**config.mk**
```make
export PLATFORM = sky130hd
export DESIGN_NAME = ppm_p6_stream_parser_core
export DESIGN_NICKNAME = d
export VERILOG_FILES = /design/src/design/ppm_p6_pkg.sv /design/src/design/ppm_p6_in_stage.sv /design/src/design/ppm_p6_parser.sv /design/src/design/ppm_p6_out_stage.sv /design/src/design/ppm_p6_stream_parser_core.sv
export SDC_FILE = /design/constraint.sdc
export NUM_CORES = 1
export LEC_CHECK = 0
export BUFFER_PORTS_ARGS = -buffer_cell sky130_fd_sc_hd__buf_2
export CAP_MARGIN = 25
export CORE_MARGIN = 4
export CORE_UTILIZATION = 25
export DETAILED_ROUTE_END_ITERATION = 16
export PLACE_DENSITY_LB_ADDON = 0.15
export SLEW_MARGIN = 20
export SYNTH_ARGS = -nofsm -noshare
export SYNTH_HDL_FRONTEND = slang
export SYNTH_SLANG_ARGS = --single-unit
export TNS_END_PERCENT = 30
```
**constraint.sdc**
```tcl
create_clock -name clock -period 7.74 [get_ports clock]
set_input_delay 1.161 -clock clock [delete_from_list [all_inputs] [get_ports clock]]
set_output_delay 1.161 -clock clock [all_outputs]
set_load 0.005 [all_outputs]
```
**src/design/ppm_p6_pkg.sv**
```systemverilog
// ----------------------------------------------------------------------------
// ppm_p6_pkg
// Types and constants shared by the PPM P6 stream parser.
// ----------------------------------------------------------------------------
package ppm_p6_pkg;

   localparam logic [16:0] MAX_DIM = 17'd32768;
   localparam logic [16:0] ACC_MAX = 17'h1ffff;
   localparam logic [16:0] MAXVAL_8BIT = 17'h000ff;

   localparam logic [7:0] CHAR_P = 8'h50;
   localparam logic [7:0] CHAR_6 = 8'h36;
   localparam logic [7:0] CHAR_0 = 8'h30;
   localparam logic [7:0] CHAR_9 = 8'h39;
   localparam logic [7:0] CHAR_SPACE = 8'h20;
   localparam logic [7:0] CHAR_TAB = 8'h09;
   localparam logic [7:0] CHAR_CR = 8'h0d;
   localparam logic [7:0] CHAR_LF = 8'h0a;

   localparam logic [2:0] ST_OK = 3'd0;
   localparam logic [2:0] ST_SIG = 3'd1;
   localparam logic [2:0] ST_SEP = 3'd2;
   localparam logic [2:0] ST_FORMAT = 3'd3;
   localparam logic [2:0] ST_WIDE = 3'd4;
   localparam logic [2:0] ST_HIGH = 3'd5;
   localparam logic [2:0] ST_DEPTH = 3'd6;

   typedef struct packed {
      logic [7:0] data_byte;
      logic end_of_file;
   } req_type;

   typedef struct packed {
      logic [23:0] pixel_rgb;
      logic is_pixel;
      logic is_final;
      logic [2:0] status;
      logic [15:0] image_width;
      logic [15:0] image_height;
   } rsp_type;

   typedef struct packed {
      logic valid;
      rsp_type data;
   } result_type;

endpackage

```
**src/design/ppm_p6_in_stage.sv**
```systemverilog
// ----------------------------------------------------------------------------
// ppm_p6_in_stage
// Input register that holds one request until the parser consumes it.
// ----------------------------------------------------------------------------
module ppm_p6_in_stage (
   input  logic clock,
   input  logic reset,
   input  logic req_valid,
   output logic req_ready,
   input  ppm_p6_pkg::req_type req,
   input  logic advance,
   output logic hold_valid,
   output ppm_p6_pkg::req_type hold_data
);

   logic valid_ff;
   logic valid_in;
   ppm_p6_pkg::req_type data_ff;
   logic load;

   assign req_ready = !valid_ff || advance;
   assign load = req_valid && req_ready;
   assign valid_in = load || (valid_ff && !advance);

   always_ff @(posedge clock) begin
      if (reset) begin
         valid_ff <= 1'b0;
      end else begin
         valid_ff <= valid_in;
      end
      if (load) begin
         data_ff <= req;
      end
   end

   assign hold_valid = valid_ff;
   assign hold_data = data_ff;

endmodule

```
**src/design/ppm_p6_parser.sv**
```systemverilog
// ----------------------------------------------------------------------------
// ppm_p6_parser
// Header and pixel state machine; one byte per step, at most one result.
// ----------------------------------------------------------------------------
module ppm_p6_parser (
   input  logic clock,
   input  logic reset,
   input  logic step_en,
   input  ppm_p6_pkg::req_type req,
   output ppm_p6_pkg::result_type result
);

   typedef enum logic [3:0] {
      PH_SIG_P  = 4'd0,
      PH_SIG_6  = 4'd1,
      PH_SEP    = 4'd2,
      PH_WIDTH  = 4'd3,
      PH_HEIGHT = 4'd4,
      PH_MAXVAL = 4'd5,
      PH_PIXELS = 4'd6,
      PH_END    = 4'd7,
      PH_DRAIN  = 4'd8
   } phase_type;

   phase_type phase_ff, phase_in;
   logic [16:0] acc_ff, acc_in;
   logic [15:0] width_ff, width_in;
   logic [15:0] height_ff, height_in;
   logic [1:0] bip_ff, bip_in;
   logic [15:0] col_ff, col_in;
   logic [15:0] row_ff, row_in;
   logic [15:0] partial_ff, partial_in;

   logic [7:0] b;
   logic eof;
   logic is_space;
   logic is_digit;
   logic [20:0] prod;
   logic [16:0] col_next;
   logic [16:0] row_next;
   logic [2:0] err;
   logic have_pixel;
   logic [23:0] rgb;
   logic clear;

   assign b = req.data_byte;
   assign eof = req.end_of_file;
   assign is_space = (b == ppm_p6_pkg::CHAR_SPACE) || (b == ppm_p6_pkg::CHAR_TAB) ||
                     (b == ppm_p6_pkg::CHAR_CR) || (b == ppm_p6_pkg::CHAR_LF);
   assign is_digit = (b >= ppm_p6_pkg::CHAR_0) && (b <= ppm_p6_pkg::CHAR_9);
   // acc * 10 + digit
   assign prod = {1'b0, acc_ff, 3'b000} + {3'b000, acc_ff, 1'b0} +
                 {13'd0, b - ppm_p6_pkg::CHAR_0};
   assign col_next = {1'b0, col_ff} + 17'd1;
   assign row_next = {1'b0, row_ff} + 17'd1;

   always_comb begin
      phase_in = phase_ff;
      acc_in = acc_ff;
      width_in = width_ff;
      height_in = height_ff;
      bip_in = bip_ff;
      col_in = col_ff;
      row_in = row_ff;
      partial_in = partial_ff;
      err = ppm_p6_pkg::ST_OK;
      have_pixel = 1'b0;
      rgb = '0;
      clear = 1'b0;
      result = '0;

      unique case (phase_ff) inside
         PH_SIG_P: begin
            if (b != ppm_p6_pkg::CHAR_P) err = ppm_p6_pkg::ST_SIG;
            else phase_in = PH_SIG_6;
         end
         PH_SIG_6: begin
            if (b != ppm_p6_pkg::CHAR_6) err = ppm_p6_pkg::ST_SIG;
            else phase_in = PH_SEP;
         end
         PH_SEP: begin
            if (!is_space) err = ppm_p6_pkg::ST_SEP;
            else phase_in = PH_WIDTH;
         end
         PH_WIDTH, PH_HEIGHT, PH_MAXVAL: begin
            if (is_space) begin
               acc_in = '0;
               if (phase_ff == PH_WIDTH) begin
                  if (acc_ff == '0 || acc_ff > ppm_p6_pkg::MAX_DIM) begin
                     err = ppm_p6_pkg::ST_WIDE;
                  end else begin
                     width_in = acc_ff[15:0];
                     phase_in = PH_HEIGHT;
                  end
               end else if (phase_ff == PH_HEIGHT) begin
                  if (acc_ff == '0 || acc_ff > ppm_p6_pkg::MAX_DIM) begin
                     err = ppm_p6_pkg::ST_HIGH;
                  end else begin
                     height_in = acc_ff[15:0];
                     phase_in = PH_MAXVAL;
                  end
               end else begin
                  if (acc_ff != ppm_p6_pkg::MAXVAL_8BIT) err = ppm_p6_pkg::ST_DEPTH;
                  else phase_in = PH_PIXELS;
               end
            end else if (is_digit) begin
               acc_in = (prod > {4'd0, ppm_p6_pkg::ACC_MAX}) ? ppm_p6_pkg::ACC_MAX :
                        prod[16:0];
            end else begin
               err = ppm_p6_pkg::ST_FORMAT;
            end
         end
         PH_PIXELS: begin
            if (bip_ff < 2'd2) begin
               partial_in = {partial_ff[7:0], b};
               bip_in = bip_ff + 2'd1;
            end else begin
               rgb = {partial_ff, b};
               have_pixel = 1'b1;
               bip_in = '0;
               partial_in = '0;
               if (col_next >= {1'b0, width_ff}) begin
                  col_in = '0;
                  row_in = row_next[15:0];
                  if (row_next >= {1'b0, height_ff}) phase_in = PH_END;
               end else begin
                  col_in = col_next[15:0];
               end
            end
         end
         PH_END: begin
            err = ppm_p6_pkg::ST_FORMAT;
         end
         default: begin
            phase_in = PH_DRAIN;
         end
      endcase

      result.data.image_width = width_in;
      result.data.image_height = height_in;
      if (err != ppm_p6_pkg::ST_OK) begin
         result.valid = 1'b1;
         result.data.is_final = 1'b1;
         result.data.status = err;
         if (eof) clear = 1'b1;
         else phase_in = PH_DRAIN;
      end else if (phase_in == PH_DRAIN) begin
         clear = eof;
      end else if (eof) begin
         result.valid = 1'b1;
         result.data.pixel_rgb = rgb;
         result.data.is_pixel = have_pixel;
         result.data.is_final = 1'b1;
         result.data.status = (phase_in == PH_END) ? ppm_p6_pkg::ST_OK :
                              ppm_p6_pkg::ST_FORMAT;
         clear = 1'b1;
      end else if (have_pixel) begin
         result.valid = 1'b1;
         result.data.pixel_rgb = rgb;
         result.data.is_pixel = 1'b1;
      end
   end

   always_ff @(posedge clock) begin
      if (reset || (step_en && clear)) begin
         phase_ff <= PH_SIG_P;
         acc_ff <= '0;
         width_ff <= '0;
         height_ff <= '0;
         bip_ff <= '0;
         col_ff <= '0;
         row_ff <= '0;
         partial_ff <= '0;
      end else if (step_en) begin
         phase_ff <= phase_in;
         acc_ff <= acc_in;
         width_ff <= width_in;
         height_ff <= height_in;
         bip_ff <= bip_in;
         col_ff <= col_in;
         row_ff <= row_in;
         partial_ff <= partial_in;
      end
   end

endmodule

```
**src/design/ppm_p6_out_stage.sv**
```systemverilog
// ----------------------------------------------------------------------------
// ppm_p6_out_stage
// Result register between the parser and the result channel.
// ----------------------------------------------------------------------------
module ppm_p6_out_stage (
   input  logic clock,
   input  logic reset,
   input  logic step_en,
   input  ppm_p6_pkg::result_type result,
   output logic can_take,
   output logic rsp_valid,
   input  logic rsp_ready,
   output ppm_p6_pkg::rsp_type rsp
);

   logic valid_ff;
   logic valid_in;
   ppm_p6_pkg::rsp_type data_ff;
   logic load;

   assign can_take = !valid_ff || rsp_ready;
   assign load = step_en && result.valid;
   assign valid_in = load || (valid_ff && !rsp_ready);

   always_ff @(posedge clock) begin
      if (reset) begin
         valid_ff <= 1'b0;
      end else begin
         valid_ff <= valid_in;
      end
      if (load) begin
         data_ff <= result.data;
      end
   end

   assign rsp_valid = valid_ff;
   assign rsp = data_ff;

endmodule

```
**src/design/ppm_p6_stream_parser_core.sv**
```systemverilog
// ----------------------------------------------------------------------------
// ppm_p6_stream_parser_core
// Binary PPM (P6) byte stream parser producing packed RGB pixels.
// ----------------------------------------------------------------------------
// Takes one file byte per cycle and returns packed 24-bit pixels plus one
// final result per file with a status. A request passes an input register,
// one parse step and a result register, so a result is presented at the
// earliest from the clock edge after the one that takes its request; a new
// request is taken every cycle while the result register is empty or being
// drained, and the rate is set by the consumer taking results. After an error
// all bytes up to the end-of-file marker are dropped with no results, then
// parsing restarts at the signature.
module ppm_p6_stream_parser_core (
   input  logic clock,
   input  logic reset,
   input  logic req_valid,
   output logic req_ready,
   input  ppm_p6_pkg::req_type req,
   output logic rsp_valid,
   input  logic rsp_ready,
   output ppm_p6_pkg::rsp_type rsp
);

   logic hold_valid;
   ppm_p6_pkg::req_type hold_data;
   logic can_take;
   logic step_en;
   ppm_p6_pkg::result_type result;

   assign step_en = hold_valid && can_take;

   ppm_p6_in_stage u_in_stage (
      .clock(clock),
      .reset(reset),
      .req_valid(req_valid),
      .req_ready(req_ready),
      .req(req),
      .advance(step_en),
      .hold_valid(hold_valid),
      .hold_data(hold_data)
   );

   ppm_p6_parser u_parser (
      .clock(clock),
      .reset(reset),
      .step_en(step_en),
      .req(hold_data),
      .result(result)
   );

   ppm_p6_out_stage u_out_stage (
      .clock(clock),
      .reset(reset),
      .step_en(step_en),
      .result(result),
      .can_take(can_take),
      .rsp_valid(rsp_valid),
      .rsp_ready(rsp_ready),
      .rsp(rsp)
   );

endmodule

```
Word-level counts from Yosys, hierarchy flattened
Cells that the tools add are included.
W data, S select, Z words.
- flip-flop bits (word level): 175
- output and inout bits: 63
- bits of input ports: 13
- logic and storage cells: 133
- $lt $le $gt $ge: 7
- equal/unequal tests: 16
- bitwise gates (word level): 1
- add/subtract/negate cells: 6
- multiplexer cells: 55
- reductions and logical operators: 30
- operator list (cell ; count):
    $mux W16 ; 11
    $mux W4 ; 15
    $mux W26 ; 2
    $mux W17 ; 3
    $mux W24 ; 2
    $add A16 B1 Y17 const B ; 2
    $ge A17 B16 Y1 ; 2
    $mux W30 ; 1
    $eq A8 B4 Y1 const B ; 3
    $pmux W4 S6 ; 1
    $add A20 B18 Y21 ; 1
    $add A21 B8 Y21 ; 1
    $gt A21 B17 Y1 const B ; 1
    $mux W3 ; 7
    $eq A4 B3 Y1 const B ; 5
    $gt A17 B16 Y1 const B ; 1
    $logic_not A17 Y1 ; 1
    $ne A17 B8 Y1 const B ; 1
    $pmux W3 S5 ; 1
    $logic_or A1 B1 Y1 ; 9
    $eq A4 B2 Y1 const B ; 2
    $eq A8 B6 Y1 const B ; 1
    $ge A8 B6 Y1 const B ; 1
    $le A8 B6 Y1 const B ; 1
    20 further kinds ; 40

Depth between registers and ports, before layout
- depth after elaboration: 14
- mapped depth: 15
- gate-level depth less buffers: 14

Cells and area by module
Synthesis repeated with hierarchy kept, for this count alone.
- cell total of the unflattened synthesis: 1013
- area, all modules: 9689.3 um^2
- by module, submodules not included (module ; cells each ; seq. area each (um^2) ; instances ; area an instance (um^2)):
    ppm_p6_parser ; 932 ; 2062.0 ; 1 ; 7475.9
    ppm_p6_out_stage ; 66 ; 1851.8 ; 1 ; 1881.8
    ppm_p6_in_stage ; 14 ; 290.3 ; 1 ; 325.3
    ppm_p6_stream_parser_core ; 1 ; 0.0 ; 1 ; 6.3

Least setup slack after synthesis
Ideal clock, no wire load.
- path kind: register to register
- start: reg u_in_stage.data_ff (netlist bit u_in_stage.hold_data[4])
- end: reg u_out_stage.data_ff (netlist bit u_out_stage.rsp[0]) (enable)
- cell stages (with the launch flop): 8
- period minus slack after synthesis: 5.379 ns
- path buffers: 0
- required time: 7.240 ns
- setup time: 0.500 ns
- path slack: 2.361 ns
- arrival time: 4.879 ns
- path through: edfxtp_1 -> nor4_2 -> nand2_2 -> a211o_1 -> a2111oi_2 -> a211o_1 -> nor2_1 -> a21oi_1
- cells in the longest elaborated chain, start to end: 10
- elaborated cells on any way between the ends: 28
- classes of those cells: 2 x order compare; 7 x eq/ne; 13 x mux; 6 x reduce/logical
- RTL lines (what ; line ; RTL):
    from (decl) ; ppm_p6_in_stage.sv:18 ; ppm_p6_pkg::req_type data_ff;
    from (signal assigned) ; ppm_p6_in_stage.sv:32 ; data_ff <= req;
    branches (longest 8 deep; another with $ge A8 B6 Y1) ; n/a ;
    $mux W1 * ; ppm_p6_parser.sv:141 ; if (err != ppm_p6_pkg::ST_OK) begin
    $logic_and A1 B1 Y1 * ; ppm_p6_out_stage.sv:22 ; assign load = step_en && result.valid;
    via u_out_stage.load ; ppm_p6_out_stage.sv:19 ; logic load;
    to (signal assigned) ; ppm_p6_out_stage.sv:32 ; data_ff <= result.data;
    to (decl) ; ppm_p6_out_stage.sv:18 ; ppm_p6_pkg::rsp_type data_ff;
Mark *: on every way through the listed nets, which the timed path passes.
A chain may end at the register's enable or synchronous reset.

Worst setup path in the final report
- start: reg u_in_stage.data_ff (netlist bit u_in_stage.hold_data[5])
- end: reg u_parser.acc_ff[6]
- cells in the longest elaborated chain, start to end: 11
- elaborated cells on any way between the ends: 37
- classes of those cells: 2 x add/sub; 3 x order compare; 7 x eq/ne; 16 x mux; 9 x reduce/logical
- RTL lines (what ; line ; RTL):
    branches (longest 11 deep; another with $add A21 B8 Y21) ; n/a ;
    to (signal assigned) ; ppm_p6_parser.sv:176 ; acc_ff <= acc_in;
    to (decl) ; ppm_p6_parser.sv:26 ; logic [16:0] acc_ff, acc_in;
Several ways; the timed one is not identified. The select of a mux whose other input is x is not followed.

==> impl_metrics.csv <==
group,metric,value,unit
run_status,status,"complete, no violations",
detailed_routing,drtIter0Drc,353,
finish,final_net_count,1088,
setup_path,slowest_delay,0.63,ns
setup_path,crit_path_frequent_cell,"inv_1",
clocking,cts_hold_buf,0,
power,p_per_area,187,nW/um^2
detailed_routing,num_vias,6969,
global_routing,grt_usage,12.6,%
detailed_routing,highest-signal-layer,"met5",
timing,slew_viol_final,0,
setup_path,critPathCaptureType,"register",
clocking,cts_sinks,175,
synthesis,yosys_register_bits,175,
power,vdd_drop_max,0.153,mV
finish,syn_to_final_growth,16.2,%
synthesis,synth_nets,1024,
synthesis,synth-edff-count,70,
floorplanning,ioPinCount,76,
detailed_routing,first_pass_iters,4,
timing,worst_slack,3.86,ns
synthesis,synth_seq_area_share,44.9,%
setup_path,cp_top_family,"compound AO/OA/AOI/OAI gates",
timing,min_period,3.88,ns
synthesis,syn_area_per_cell,9.99,um^2
timing,fin_worst_hold_slack,0.477,ns
timing,tightestPinTransition,0.942,ns
timing,rsz0062_at_grt,"false",
timing,skew,0.0182,ns
floorplanning,dieArea,40600,um^2
timing,period_share,50.1,%
finish,num-fill-cells,3877,
clocking,clk_pin_slew_worst_paths,0.08,ns
synthesis,synthArstFlopShare,0,%
power,power.leakage,4.43,nW
placement,portBuffers,75,
clocking,cts_root_buf,"clkbuf_16",
global_routing,grt-ovfl-total,0,
detailed_routing,drc,0,
finish,antenna_cells,0,
placement,place_congestion,0.754,
clocking,htree_levels,4,
detailed_routing,wl_met2,11800,um
detailed_routing,vias_per_cell,4.70,
synthesis,synthDistinctLibCells,72,
setup_path,required,8.02,ns
floorplanning,initial_core_util,25.5,%
timing,finalSetupViolCount,0,
synthesis,yosys_warnings,0,
setup_path,crit_chain,"inv_1 > ha_1 > inv_1 > fa_1 > inv_1 > ha_1 > o211ai_1 > a21oi_1 > o2111ai_1 > a31oi_1 > or2_2 > a21oi_2 > a311oi_1",
setup_path,path_class,"register to register",
clocking,clkLatencyLatePin,0.45,ns
global_routing,grt_pass1_vias,6806,
placement,dp_hpwl,18300,um
detailed_routing,ant_nets,0,
floorplanning,die_x,202,um
floorplanning,design.core.area,36800,um^2
setup_path,worst-path-max-fanout,16,
floorplanning,die_y,202,um
timing,fmax,258,MHz
clocking,numCtsBuffers,17,
clocking,cts_resized,0,
setup_path,arrival,4.16,ns
global_routing,grt_first_pass_wirelength,40300,um
setup_path,crit_buf_inv,3,
global_routing,antenna_found_initial,1,
timing,hold_violations,0,
detailed_routing,wl_met3,669,um
floorplanning,rows,70,
clocking,tritoncts,"built",
placement,dp_slack,3.59,ns
setup_path,slowest_stage,"a21oi_2",
clocking,cts_max_path_buffers,2,
min_path,hp-class,"register to register",
synthesis,yosys_most_used_dff,"dfxtp_1",
synthesis,synthCells,938,
timing,slew_headroom,37.1,%
clocking,cts_setup_buffers,0,
timing,setup_tns,0,ns
finish,drive_gt1_share,15.9,%
global_routing,grt_max_degree,69,
setup_path,cp-start-kind,"register",
detailed_routing,wl,25400,um
run,max-cap-violations,0,
detailed_routing,post_drt_wl_per_cell,17.1,um
detailed_routing,wl_met1,12600,um
synthesis,netlist_area,9370,um^2
[Yosys cell counts (all sizes together), types with 8 or more instances]
cell    number  share of area, %
o21ai       24               1.3
mux2        20               2.4
a311oi      17               1.6
and2        28               1.9
nand2b      10              0.75
a21oi       52               2.8
nand4       22               1.5
a21o         9              0.72
xor2        37               3.5
xnor2       18               1.7
a22o        14               1.3
ha          67               8.9
edfxtp      70                22
a211oi      39               3.3
nor3b       16               1.3
nand2       45               1.8
o211ai       8              0.69
inv         57               2.3
mux2i       15               1.6
clkbuf      36               1.4
nor3        13              0.75
nand3       20               1.1
nor2       106               4.2
dfxtp      105                22
[layer usage]
layer | global-route usage (%) | vias up
met3 | 2.56 | 22
met1 | 17.4 | 3320
met4 | 3.42 | 2
met5 | 0 | -
li1 | - | 3537
met2 | 20.0 | 88
[cell families (layout without fill, tap and decap cells)]
logic type | Yosys count | in the layout | synth area share (%)
xor gates and xnor gates | 55 | 55 | 5.14
adders and majority gates | 73 | 73 | 10.2
and+or+nand+nor | 300 | 300 | 16.5
muxes | 35 | 35 | 4.05
buffers and inverters | 99 | 176 | 4.06
AOI/OAI and AO/OA | 201 | 201 | 15.2
DFF | 175 | 175 | 44.9
[worst paths after layout]
kind | cells after the start | slack, ns | startpoint | to
worst max-delay path | 13 | 3.86 | u_in_stage.hold_data[5]$_DFFE_PP_ | u_parser.acc_ff[6]$_SDFFE_PP0P_
worst max register to register | 13 | 3.86 | u_in_stage.hold_data[5]$_DFFE_PP_ | u_parser.acc_ff[6]$_SDFFE_PP0P_
worst min register to register | 2 | 0.48 | u_parser.bip_ff[0]$_SDFFE_PP0P_ | u_parser.bip_ff[1]$_SDFFE_PP0P_
worst min-delay path | 2 | 0.48 | u_parser.bip_ff[0]$_SDFFE_PP0P_ | u_parser.bip_ff[1]$_SDFFE_PP0P_
[cell usage in the layout (no fill, tap or decap), types with 37 or more instances in the layout]
master	n
buf_2	75
xor2_1	37
edfxtp_1	70
a21oi_1	49
inv_1	57
a211oi_1	38
nor2_1	106
dfxtp_1	105
ha_1	67
nand2_1	43
[power breakdown]
part | switching, mW | total, mW | leakage [nW] | internal [mW]
Combinational | 0.0906 | 0.139 | 2.59 | 0.0482
Clock | 0.386 | 0.890 | 0.294 | 0.505
Sequential | 0.0158 | 1.00 | 1.54 | 0.988
[flip-flops by register name, summed over array words and instances (netlist names), 2 cells and up]
name,cells
u_out_stage.rsp,61
u_parser.acc_ff,17
u_parser.col_ff,16
u_parser.height_ff,16
u_parser.partial_ff,16
u_parser.row_ff,16
u_parser.width_ff,16
u_in_stage.hold_data,9
u_parser.phase_ff,4
u_parser.bip_ff,2
[per-stage QoR]
stage	total power, mW	utilization [%]	instance area [um^2]	cells
after floorplan	1.11	-	9370	938
after global placement	1.17	27.9	10300	1450
after detailed placement	1.17	27.9	10300	1450
after CTS	2.07	29.6	10900	1482
after global routing	2.12	29.6	10900	1483
final	2.03	29.6	10900	1483
[area by class of cell]
class / instances / area, um^2 / share of cell area (%)
repair buffers: 87 / 465 / 4.28
multi-input cells: 664 / 4810 / 44.2
clock buffers: 22 / 508 / 4.67
clock inverters: 10 / 97.6 / 0.897
flip-flops and latches: 175 / 4200 / 38.6
inverters: 57 / 214 / 1.97
well taps: 468 / 586 / 5.38
[tightest hold or removal path, delay by kind of cell (launching register included)]
family | cells | cell delay [ns]
AND/OR/NAND/NOR | 1 | 0.06
flip-flops | 1 | 0.32
AO/OA/AOI/OAI | 1 | 0.05
Note: power is estimated with default switching activity, not from simulation.
